### config.mk
export PLATFORM = sky130hd
export DESIGN_NAME = qte_fifo
export DESIGN_NICKNAME = d
export VERILOG_FILES = /design/src/rtl/qte_pkg.sv /design/src/rtl/qte_fifo.sv
export SDC_FILE = /design/constraint.sdc
export NUM_CORES = 1
export LEC_CHECK = 0
export ABC_AREA = 0
export BUFFER_PORTS_ARGS = -buffer_cell sky130_fd_sc_hd__buf_2
export CAP_MARGIN = 20
export CORE_ASPECT_RATIO = 2
export CORE_MARGIN = 1.5
export CORE_UTILIZATION = 61
export DETAILED_ROUTE_END_ITERATION = 8
export PLACE_DENSITY_LB_ADDON = 0.25
export SLEW_MARGIN = 10
export SYNTH_ARGS = -nofsm -noshare
export SYNTH_HDL_FRONTEND = slang
export SYNTH_SLANG_ARGS = --single-unit
### constraint.sdc
create_clock -name clk -period 10.75 [get_ports clk]
set_input_delay 1.075 -clock clk [delete_from_list [all_inputs] [get_ports clk]]
set_output_delay 1.075 -clock clk [all_outputs]
set_load 0.03 [all_outputs]
### src/rtl/qte_pkg.sv
package qte_pkg;

	// quaternion and angle scaling
	localparam int QUAT_FRAC_BITS  = 14;
	localparam int ANGLE_FRAC_BITS = 7;
	localparam int CORDIC_STAGES   = 16;

	// port field widths
	localparam int QUAT_W  = 16;
	localparam int ROLL_W  = 16;
	localparam int PITCH_W = 15;
	localparam int YAW_W   = 16;

	// product terms are at most 2^33 in magnitude
	localparam int TW = 36;
	// arcsine argument with 30 fraction bits
	localparam int S30W = 31;
	// square root operand and partial root
	localparam int RW = 2 * S30W;
	localparam int ISQRT_STAGES = S30W;
	localparam int ISQRT_TOP = 2 * (ISQRT_STAGES - 1);

	// shifts that bring 2*QUAT_FRAC_BITS fraction bits to 30
	localparam int S30_SHR = (2 * QUAT_FRAC_BITS >= 30) ? 2 * QUAT_FRAC_BITS - 30 : 0;
	localparam int S30_SHL = (2 * QUAT_FRAC_BITS < 30) ? 30 - 2 * QUAT_FRAC_BITS : 0;

	// angle accumulator, 2^32 per turn
	localparam int ZW = 34;
	localparam int NORM_BIT = 30;
	localparam int RSTEPS = 3;
	localparam int LSTEPS = 5;
	localparam int ATAN_STAGES = 1 + RSTEPS + LSTEPS + CORDIC_STAGES;
	localparam int ATAN_LAT = ATAN_STAGES + 2;

	// degree conversion
	localparam int DEG_W = 11 + ANGLE_FRAC_BITS;
	localparam int PROD_W = ZW + 10 + ANGLE_FRAC_BITS;
	localparam int DEG_SCALE = 360 * (1 << ANGLE_FRAC_BITS);
	localparam int LIM180 = 180 * (1 << ANGLE_FRAC_BITS);
	localparam int LIM90 = 90 * (1 << ANGLE_FRAC_BITS);

	// queue between front and back
	localparam int FIFO_DEPTH = 4;
	localparam int FIFO_AW = 2;

	// atan(2^-i) in units of 2^32 per turn
	function automatic logic [31:0] atan_turn(input int i);
		logic [31:0] v;
		case (i)
			0: v = 32'h20000000;
			1: v = 32'h12E4051E;
			2: v = 32'h09FB385B;
			3: v = 32'h051111D4;
			4: v = 32'h028B0D43;
			5: v = 32'h0145D7E1;
			6: v = 32'h00A2F61E;
			7: v = 32'h00517C55;
			8: v = 32'h0028BE53;
			9: v = 32'h00145F2F;
			10: v = 32'h000A2F98;
			11: v = 32'h000517CC;
			12: v = 32'h00028BE6;
			13: v = 32'h000145F3;
			14: v = 32'h0000A2FA;
			15: v = 32'h0000517D;
			16: v = 32'h000028BE;
			17: v = 32'h0000145F;
			18: v = 32'h00000A30;
			19: v = 32'h00000518;
			20: v = 32'h0000028C;
			21: v = 32'h00000146;
			22: v = 32'h000000A3;
			23: v = 32'h00000051;
			default: v = 32'h0;
		endcase
		return v;
	endfunction

	// classified item handed from front to back
	typedef struct packed {
		logic signed [TW-1:0]   sr;
		logic signed [TW-1:0]   cr;
		logic signed [TW-1:0]   sy;
		logic signed [TW-1:0]   cy;
		logic signed [S30W-1:0] s30;
		logic                   clamp;
		logic                   sneg;
	} qte_work_t;

	typedef struct packed {
		logic clamp;
		logic sneg;
	} qte_flag_t;

endpackage

### src/rtl/qte_fifo.sv
module qte_fifo (
	input  logic               clk,
	input  logic               arst_n,
	input  logic               push,
	input  qte_pkg::qte_work_t wdata,
	input  logic               pop,
	output qte_pkg::qte_work_t rdata,
	output logic               full,
	output logic               empty
);

	qte_pkg::qte_work_t mem [qte_pkg::FIFO_DEPTH];
	logic [qte_pkg::FIFO_AW-1:0] wptr_q, rptr_q;
	logic [qte_pkg::FIFO_AW:0]   cnt_q;

	assign full = (cnt_q == qte_pkg::FIFO_AW'(0) + (qte_pkg::FIFO_AW+1)'(qte_pkg::FIFO_DEPTH));
	assign empty = (cnt_q == '0);
	assign rdata = mem[rptr_q];

	// pointers and fill count
	always_ff @(posedge clk or negedge arst_n) begin
		if (!arst_n) begin
			wptr_q <= '0;
			rptr_q <= '0;
			cnt_q <= '0;
		end else begin
			if (push) begin
				wptr_q <= wptr_q + 1'b1;
			end
			if (pop) begin
				rptr_q <= rptr_q + 1'b1;
			end
			if (push && !pop) begin
				cnt_q <= cnt_q + 1'b1;
			end else if (pop && !push) begin
				cnt_q <= cnt_q - 1'b1;
			end
		end
	end

	// storage
	always_ff @(posedge clk) begin
		if (push) begin
			mem[wptr_q] <= wdata;
		end
	end

endmodule

* Yosys cells after proc, flatten, opt, wreduce, memory -nomap -nowiden *
Memory sizes are Yosys's and may differ from the RTL's.
Index checks and enable logic that the tools add are counted.
W data, S select, Z words.

cells by class
  add/sub/neg operators = 4
  eq/ne operators = 1
  muxes and demuxes = 4
  reduce and logical (&&, ||, !) cells = 6

operators by type and width
  kind                   count
  $mux W3                2
  $add A2 B1 Y2 const B  2
  $add A3 B1 Y3 const B  1
  $eq A3 B3 Y1 const B   1
  $logic_not A3 Y1       1
  $sub A3 B1 Y3 const B  1
  $logic_and A1 B1 Y1    2
  $logic_not A1 Y1       2
  $mux W1                2
  $reduce_bool A2 Y1     1

storage, ports and cells
  flip-flop bits (word level) = 7
  RAM bits = 708
  bits of input ports = 181
  output and inout bits = 179
  word-level logic and storage cells = 19
  memories kept = 1

memories
  name  words  width  read ports  clocked after memory_dff  wr ports  line            source
  mem   4      177    1           0                         1         qte_fifo.sv:12  qte_pkg::qte_work_t mem [qte_pkg::FIFO_DEPTH];

* Longest topological paths before layout *
Gate-level depths: netlist of the first run.

  depth after elaboration = 4
  mapped depth = 7
  depth with buffers taken out = 7

* Worst setup path before layout of the first run *
No wires, ideal clock.

  kind = input to register
  from = input port push
  to = memory mem[1][0] (netlist bit) (enable)
  library setup time = 0.558 ns
  arrival = 5.100 ns
  data required time = 10.192 ns
  setup slack = 5.092 ns
  stages = 1
  path buffers = 0
  path through = and2_1

between the ends
  longest elaborated chain between the ends = 2

ends and longest elaborated chain
  what                           line            source
  from (decl)                    qte_fifo.sv:4   input logic push,
  $mux W1                        qte_fifo.sv:43  if (push) begin
  $mux W1 (not written as such)  qte_fifo.sv:44  mem[wptr_q] <= wdata;
  to (decl)                      qte_fifo.sv:12

No other way between the ends.

==> impl_results.md, run 1 <==
* Final #Nets at between 1,500 and 2,000
* Detail-routed via count per cell at 5.921
* Post-synth top cells: edfxtp_1 (708), mux4_2 (177), buf_2 (20), buf_6 (14), dfrtp_1 (7)
* Xor/xnor share of the synthesized area at 0.002028
* Post-synthesis cell type count at 18
* Complex-gate fraction of the synthesized area at 0.0001931
* Design area at a little over 0.03 mm^2
* Worst r2r dst: mem[2][87]$_DFFE_PP_
* Largest family of logic cells by synthesized area: multiplexers
* Final wirelength at 49.90 mm
* R2r startpoint: wptr_q[0]$_DFFE_PN0P_
* Clock-pin slew on the worst setup and hold paths at 0.07 ns
* P_leak at slightly above 10 nW
* Crit path max fanout at about 100
* Post CTS Setup Buffer Count at 0
* Width of the die at 148.8 um
* Simple-gate share of the synthesized area at 0.001883
* Yosys top cell area share at 0.8203
* Main flop type after synthesis: edfxtp_1
* FP Rows at approximately 110
* Crit path kind: reg2out
* Drt first pass iters at 4
* Routed WL per cell at 25.68 um
* Pin count of the biggest net entering global routing at between 100 and 150
* Vias in the first global route at 12,160
* Placed Area at 0.02823 mm^2
* Slew HR at 0.2678
* Synth warn at 0
* CTS tree: built
* Seq cells post-synth at slightly above 700
* EDFF count, synth at around 700
* Buffers on Ports at 359
* IO Count at between 300 and 400
* Hold crit path type: in2async
* Worst EP arrival at around 3.2 ns
* Top-count cell post-synth: edfxtp_1
* Slew Limit Fails at 0
* Adder-cell share of the synthesized area at 0.003186
* Worst-Skew Late Latency at ~0.60 ns
* # setup viols final at 0
* Antenna violations before repair at 19
* Pwr dens at about 300 mW/mm^2
* Synth async-reset ratio at 0.009790
* CTS Buf Count at between 50 and 60
* Drc violations at 0
* Final min period at between 4 and 5 ns
* Critical path startpoint: rptr_q[0]$_DFFE_PN0P_
* RSZ-0062 raised after global routing: no
* Status: completed
* Gr usage total at 0.2328
* Post-synthesis mux area share at 0.1542
* Cell count after placement at approximately 1,800
* Final hold vios at 0
* Worst EP required at roughly 9.7 ns
* Mapped Cells at 959
* Setup TNS at 0 ns
* Fmax at about 230 MHz
* Synthesis-to-layout area growth at 16.67%
* Grt ovf at 0
* Die Y at approximately 300 um
* R2R setup slack at about 7.9 ns
* Share of cells above drive strength 1 at 0.4612
* Clock root buffer: clkbuf_16
* Post-DP HPWL at ~30 mm
* DRT antenna net count at 0
* Area contributors post-synth: edfxtp_1 (82%), mux4_2 (15%), dfrtp_1 (0.68%)
* Filler cells at between 2,000 and 2,500
* Area of the core at roughly 0.042 mm^2
* Vias post-DR at 11,510
* Gpl congestion at between 0.7 and 0.8
* Crit path capture type: output pin
* Tot Pwr at roughly 0.009 W
* Clk sinks at 715
* Final Cycle Share at 0.4012
* Max cap viols at 0
* Syn nets at about 1,100
* Largest area contributor in the netlist: edfxtp_1
* H-tree Lvls at 2
* Startpoint Class: flop
* Average size of a mapped cell at ~27 um^2
* Syn Std Cell Area at 0.02592 mm^2
* Worst clock skew at approximately 0.015 ns
* Longest Clk Path Bufs at 3
* Hold WS at roughly 0.32 ns
* Worst Tran Pin Value at between 1 and 1.5 ns
* Initial core utilization at 0.6184
* DR iter-0 viols at about 670
* Reg2Reg Depth at 4
* Hold_buf cts at 0
* Post-synthesis sequential area ratio at 0.8271
* Worst VDD drop at 0.2278 mV
* Final Non-Filler Cells at between 1,500 and 2,000
* Die area at around 0.044 mm^2
* PostCTS Resize Cnt at 0
* Crit path to: rdata[7]
* First-pass GRT wire length at approximately 74 mm
metal layers:
metal,share of wire,routed length (um),GRT usage,vias to the layer above
met5,0.0020,102,0,-
met2,0.54,26810,0.4025,400
met3,0.070,3482,0.05511,112
li1,-,-,-,4950
met1,0.35,17400,0.2804,6029
met4,0.042,2104,0.09901,14
registers in the layout, summed over array words and instances (netlist names):
register  cells
cnt_q         3
mem         708
rptr_q        2
wptr_q        2
report_power, final:
part | internal (W) | switching, W | leakage, nW
logic | 0.00105 | 0.00196 | 2.72
registers | 0.00365 | 0.000186 | 6.58
clock network | 0.00127 | 0.000917 | 0.948
total | 0.00597 | 0.00306 | 10.3
worst max-delay path, stage by stage (launching register included):
cell and delay (ns):
dfrtp_4 0.92, buf_12 0.54, mux4_2 0.61, buf_2 0.20
placed cells by master, fill, tap and decap left out, drive strengths merged:
cell type	instances
buf	371
clkinv	19
ha	5
nor3	1
xnor2	2
diode	11
nor2	1
inv	6
o21ai	1
nand2	2
edfxtp	708
dfrtp	7
mux4	177
clkbuf	62
fa	1
mux2	1
clkinvlp	6
nor3b	1
and2	4
bufinv	13
xor2	4
kinds of logic after synthesis:
kind of cell               after synthesis
DFF                                    715
muxes                                  178
buffers and inverters                   44
and+or+nand+nor                          9
xor gates and xnor gates                 6
adders and majority gates                6
AOI/OAI and AO/OA                        1
through the flow:
stage / setup slack (ns) / utilization
4_1_cts: 6.357 / 0.7208
5_1_grt: 6.182 / 0.7214
2_1_floorplan: 5.092 / -
3_5_place_dp: 6.991 / 0.6736
3_3_place_gp: 6.973 / 0.6736
6_report: 6.437 / 0.7215
worst min-delay path by stage:
stage,from,endpoint,slack (ns)
finish,arst_n,cnt_q[0]$_DFFE_PN0P_,0.32
global route,arst_n,cnt_q[0]$_DFFE_PN0P_,0.31
CTS,arst_n,cnt_q[0]$_DFFE_PN0P_,0.31
detailed placement,cnt_q[2]$_DFFE_PN0P_,cnt_q[2]$_DFFE_PN0P_,0.48
global placement,cnt_q[2]$_DFFE_PN0P_,cnt_q[2]$_DFFE_PN0P_,0.47
floorplan,cnt_q[2]$_DFFE_PN0P_,cnt_q[2]$_DFFE_PN0P_,0.46
cell type report:
type                    instances  area, um^2  area share
clock buffers                  62        1424     0.04709
well taps                     540       675.6     0.02235
clock inverters                40       555.5     0.01837
diodes                         11       27.53   0.0009104
repair buffers                371        1899     0.06282
inverters                       4       15.01   0.0004966
flip-flops and latches        715       21440      0.7092
multi-input cells             200        4197      0.1388
Power figures use the tool's default switching activity.
==> inputs of run 2 (changes only) <==
CORE_UTILIZATION = 57   (was 61)
clock period = 4.4 ns   (was 10.75 ns; I/O delays follow)
==> run 2 against run 1 <==
  * Sequential power grew 140%
  * Hold slack lost 0.25 ns
  * Sequential share of layout area shrank 0.25 points
  * Clock power grew 130%
  * Global-route usage shrank 1.5 points
  * Cell area grew 0.36%
  * First-iteration DRC count shrank 12%
  * Critical endpoint is now rdata[100]
==> impl_results.md, run 2 (synthesized netlist as in run 1, its figures left out) <==
* Worst-Skew Late Latency at 0.58 ns (-0.02 ns)
* Worst VDD drop at 0.7837 mV (+240%)
* Die area at 0.04684 mm^2 (+6.9%)
* Grt ovf at 0 (unchanged)
* Vias post-DR at 11,550 (+0.40%)
* # setup viols final at 0 (unchanged)
* Worst Tran Pin Value at 1.004 ns (-0.09381 ns)
* H-tree Lvls at 2 (unchanged)
* Largest delay share family, worst path: flip-flops
* Initial core utilization at 0.5759 (-0.04253)
* Drc violations at 0 (unchanged)
* RSZ-0062 raised after global routing: no
* Die Y at 304.6 um (+3.4%)
* Antenna violations before repair at 20 (+1)
* Drt first pass iters at 5 (+1)
* Final Non-Filler Cells at 1,977 (+1.7%)
* Slew HR at 0.3304 (+0.06254)
* Post-DP HPWL at 31.40 mm (+3.5%)
* Max cap viols at 0 (unchanged)
* Biggest register: mem
* Area of the core at 0.04501 mm^2 (+7.4%)
* Setup TNS at 0 ns (unchanged)
* Crit path capture type: output pin
* Hold crit path type: in2reg
* Leading cell type in the layout, fill and taps excluded: edfxtp_1
* Clock-pin slew on the worst setup and hold paths at 0.07 ns (about the same)
* Final #Nets at 1,550 (+1.0%)
* Final min period at between 3 and 4 ns
* Width of the die at 153.8 um (+3.4%)
* Detail-routed via count per cell at 5.843 (-1.3%)
* Longest Clk Path Bufs at 3 (unchanged)
* Max incr delay on CP at 0.78 ns (-0.14 ns)
* Worst EP required at 3.96 ns (-5.72 ns)
* First-pass GRT wire length at 74.81 mm (+1.1%)
* CP Cell Sequence: buf_12 > mux4_2 > buf_2
* Final hold vios at 0 (unchanged)
* Slew Limit Fails at 0 (unchanged)
* Startpoint Class: flop
* Pwr dens at 718.9 mW/mm^2 (+140%)
* FP Rows at 110 (+3.8%)
* Top Registers: mem x708, cnt_q x3
* CTS Buf Count at 56 (+1.8%)
* Worst EP arrival at 2.72 ns (-0.52 ns)
* Slowest CP cell: dfrtp_4
* Cell count after placement at 1,864 (+1.9%)
* Gpl congestion at 0.7760 (+3.0%)
* Pin count of the biggest net entering global routing at 86 (-18%)
* Vias in the first global route at 12,380 (+1.8%)
* Clock root buffer: clkbuf_16
* Share of cells above drive strength 1 at 0.4651 (+0.003893)
* DRT antenna net count at 0 (unchanged)
* Max reg flops at 708 (unchanged)
* Crit path buffers/inverters at 2 (unchanged)
* Buffers on Ports at 359 (unchanged)
* Clk sinks at 715 (unchanged)
* Routed WL per cell at 25.57 um (-0.45%)
* Worst clock skew at 0.01842 ns (+0.003480 ns)
* Post CTS Setup Buffer Count at 0 (unchanged)
* Status: completed
* IO Count at 360 (unchanged)
* Crit path max fanout at 59 (-43%)
* CTS tree: built
* Synthesis-to-layout area growth at 17.09%
* Final Cycle Share at 0.7183
* Gr usage total at 0.2177 (-0.01502)
* Fmax at between 300 and 400 MHz
* Commonest non-fill, non-tap cells in the layout: edfxtp_1 (708), buf_2 (359), mux4_2 (177)
* P_leak at 10.32 nW (+0.65%)
* DR iter-0 viols at 592 (-12%)
* Crit path kind: reg2out
* Final wirelength at 50.55 mm (+1.3%)
run 2: changes by cell type in the layout (fill, tap and decap cells not counted), sizes merged:
cell	delta
dlygate4sd3	+1
bufinv	-7
buf	+14
diode	+2
clkinvlp	-6
clkbuf	+10
run 2: worst paths after layout:
kind                                            start                    end  slack [ns]  cells after the start
worst max-delay path            rptr_q[0]$_DFFE_PN0P_             rdata[100]        1.24                      3
worst min-delay path                        wdata[60]   mem[1][60]$_DFFE_PP_        0.07                      1
worst max register to register  wptr_q[0]$_DFFE_PN0P_  mem[2][106]$_DFFE_PP_        2.02                      4
worst min register to register   cnt_q[2]$_DFFE_PN0P_   cnt_q[2]$_DFFE_PN0P_        0.51                      1
max in group asynchronous                      arst_n  rptr_q[1]$_DFFE_PN0P_        4.00                      2
min in group asynchronous                      arst_n   cnt_q[2]$_DFFE_PN0P_        0.22                      2
run 2: metal layers:
layer	wire [um]	part of all wire	global-route usage	vias up
met5	109	0.0022	0	-
met4	1767	0.035	0.08783	16
met3	3517	0.070	0.05446	104
met2	27030	0.53	0.3789	403
met1	18120	0.36	0.2601	6050
li1	-	-	-	4978
run 2: metrics by stage:
step | setup slack (ns) | total power, W | instance area [um^2] | hold slack (ns) | util
after floorplan | 1.168 | 0.01491 | 25920 | 0.1444 | -
after global placement | 1.779 | 0.01704 | 28500 | 0.2845 | 0.6332
after detailed placement | 1.773 | 0.01715 | 28500 | 0.2832 | 0.6332
after CTS | 1.147 | 0.02212 | 30310 | 0.03002 | 0.6735
after global routing | 1.057 | 0.02267 | 30340 | 0.03674 | 0.6741
final | 1.239 | 0.02182 | 30350 | 0.06622 | 0.6743
run 2: report_power, final:
part / internal (W) / switching, W / leakage [nW]
sequential: 0.00889 / 0.000452 / 6.58
combinational: 0.00269 / 0.00483 / 2.84
clock: 0.00278 / 0.00218 / 0.900
total: 0.0144 / 0.00746 / 10.3
run 2: final cells by class:
type	count	area (um^2)
clock inverters	27	292.8
repair buffers	386	2152
well taps	560	700.7
inverters	4	15.01
flip-flops and latches	715	21440
clock buffers	72	1513
multi-input cells	200	4197
diodes	13	32.53
fillers	2798	14660
run 2: repair_timing:
| item | CTS | global route |
|---|---|---|
| resized for setup | 0 | 0 |
| hold endpoints to repair | 7 | 0 |
| hold buffers | 1 | 0 |
==> inputs of run 3 (changes only) <==
clock period = 3.1 ns   (was 4.4 ns; I/O delays follow)
==> run 3 against run 2 <==
  * Setup slack lost 0.93 ns
  * Clock power grew 39%
  * Cell area grew 6.5%
  * Critical endpoint is now rdata[10]
==> impl_results.md, run 3 (synthesized netlist as in run 1, its figures left out) <==
* Share of cells above drive strength 1 at 0.4100 (-0.05510)
* Die Y at 304.6 um (unchanged)
* Drc violations at 0 (unchanged)
* Int Pwr at 0.02063 W (+44%)
* Comb pwr share at 0.363 (+0.018)
* Buffers on Ports at 359 (unchanged)
* Worst Tran Pin Value at 0.6840 ns (-0.3205 ns)
* Top Registers: mem x708, cnt_q x3
* Final hold vios at 0 (unchanged)
* Crit path capture type: output pin
* Tot Pwr at 0.03138 W (+44%)
* R2r startpoint: wptr_q[0]$_DFFE_PN0P_
* IO Count at 360 (unchanged)
* Net Sw Frac at 0.3428 (+0.0009752)
* Commonest non-fill, non-tap cells in the layout: edfxtp_1 (708), buf_2 (359), dlygate4sd3_1 (179)
* RSZ-0062 raised after global routing: no
* Crit path kind: reg2out
* Crit path max fanout at 20 (-66%)
* Worst EP required at 2.79 ns (-1.17 ns)
* First-pass GRT wire length at 79.23 mm (+5.9%)
* Worst VDD drop at 0.7813 mV (-0.31%)
* Setup TNS at 0 ns (unchanged)
* Startpoint Class: flop
* Post-DP HPWL at 32.28 mm (+2.8%)
* Clock-pin slew on the worst setup and hold paths at 0.06 ns (about the same)
* Final Non-Filler Cells at 2,162 (+9.4%)
* Slew HR at 0.5440 (+0.2137)
* Final min period at roughly 2.8 ns
* Hold crit path type: in2reg
* Status: completed
* Clk pwr share at 0.219 (-0.008)
* Die area at 0.04684 mm^2 (unchanged)
* # setup viols final at 0 (unchanged)
* Final wirelength at 52.62 mm (+4.1%)
* Cell count after placement at 1,880 (+0.86%)
* Pwr dens at 970.9 mW/mm^2 (+35%)
* PostCTS Resize Cnt at 0 (unchanged)
* Fmax at 358.9 MHz
* Leading cell type in the layout, fill and taps excluded: edfxtp_1
* Design area at 0.03232 mm^2 (+6.5%)
* Synthesis-to-layout area growth at 24.72%
* Worst clock skew at 0.02045 ns (+0.002030 ns)
* Slew Limit Fails at 0 (unchanged)
* Antenna violations before repair at 5 (-75%)
* Grt ovf at 0 (unchanged)
* Biggest register: mem
* Psw at 0.01076 W (+44%)
* Final #Nets at 1,745 (+13%)
* DRT antenna net count at 0 (unchanged)
* Area of the core at 0.04501 mm^2 (unchanged)
* CTS Buf Count at 57 (+1.8%)
* Width of the die at 153.8 um (unchanged)
* Drt first pass iters at 4 (-1)
* P_leak at 11.14 nW (+8.0%)
* Routed WL per cell at 24.34 um (-4.8%)
* Clock root buffer: clkbuf_16
* Worst EP arrival at 2.48 ns (-0.24 ns)
* Max reg flops at 708 (unchanged)
* Clk sinks at 715 (unchanged)
* FP Rows at 110 (unchanged)
* Sequential share of power at 0.418 (-0.010)
* Max cap viols at 0 (unchanged)
* Placed Area at 0.02878 mm^2 (+0.99%)
* Post CTS Setup Buffer Count at 0 (unchanged)
* Longest Clk Path Bufs at 3 (unchanged)
* Final Cycle Share at 0.8989
* Detail-routed via count per cell at 5.642 (-3.4%)
* Hold_buf cts at 179 (+178)
* Worst-Skew Late Latency at 0.59 ns (about the same)
* H-tree Lvls at 2 (unchanged)
* CTS tree: built
* Critical hold path startpoint: push
* Gr usage total at 0.2281 (+0.01035)
* Post-place setup slack at 0.9083 ns (-0.8647 ns)
* Final worst slack at 0.3135 ns (-0.9259 ns)
* Vias in the first global route at 13,420 (+8.4%)
* Vias post-DR at 12,200 (+5.6%)
* Critical path startpoint: rptr_q[0]$_DFFE_PN0P_
* Initial core utilization at 0.5759 (unchanged)
* Filler cells at 2,569 (-8.2%)
* Pin count of the biggest net entering global routing at 72 (-16%)
* DR iter-0 viols at 717 (+21%)
* Gpl congestion at 0.7471 (-3.7%)
run 3: cell count changes in the layout (fill, tap and decap cells not counted), moves of 2 or more:
cell	previous run	this run
bufinv_16	6	2
clkbuf_16	57	59
clkbuf_8	3	5
diode_2	13	2
dlygate4sd3_1	1	179
clkinv_2	15	4
clkinv_1	3	8
buf_12	12	25
buf_4	14	17
clkbuf_1	12	22
run 3: cell type report:
cell class / count / area, um^2 / area share
Clock inverter: 15 / 118.9 / 0.003677
Antenna cell: 2 / 5.005 / 0.0001548
Sequential cell: 715 / 21440 / 0.6634
Timing Repair Buffer: 580 / 4217 / 0.1304
Inverter: 4 / 15.01 / 0.0004645
Clock buffer: 86 / 1628 / 0.05036
Multi-Input combinational cell: 200 / 4197 / 0.1298
Tap cell: 560 / 700.7 / 0.02168
run 3: worst paths after layout:
kind / end / cells past startpoint / slack (ns)
setup / recovery: rdata[10] / 4 / 0.31
hold / removal: wptr_q[0]$_DFFE_PN0P_ / 2 / 0.05
setup reg to reg: mem[2][132]$_DFFE_PP_ / 4 / 1.15
hold reg to reg: cnt_q[2]$_DFFE_PN0P_ / 1 / 0.49
max in group asynchronous: rptr_q[0]$_DFFE_PN0P_ / 2 / 2.79
min in group asynchronous: wptr_q[1]$_DFFE_PN0P_ / 2 / 0.10
run 3: worst max-delay path, cell delays in order, from the launching register on:
cell     delay [ns]
dfrtp_4        0.62
buf_12         0.25
buf_12         0.20
mux4_2         0.57
buf_2          0.21
run 3: power by group through the flow:
stage,logic (W),clock network (W),registers [W]
final,0.0114,0.00686,0.0131
after global routing,0.0119,0.00731,0.0133
after CTS,0.0115,0.00702,0.0131
after detailed placement,0.0113,0,0.0133
after global placement,0.0113,0,0.0132
after floorplan,0.00798,0,0.0131
run 3: metal layers:
metal,up-vias,wire [um],track usage
met3,122,3198,0.04664
met2,444,28110,0.4005
li1,5350,-,-
met1,6276,18820,0.2694
met5,-,36,0
met4,6,2457,0.1072
run 3: per-stage QoR:
step / hold WS, ns / util
after CTS: 0.01972 / 0.7181
final: 0.04520 / 0.7182
after detailed placement: 0.1678 / 0.6395
after global placement: 0.1671 / 0.6395
after global routing: 0.04028 / 0.7182
after floorplan: 0.01441 / -
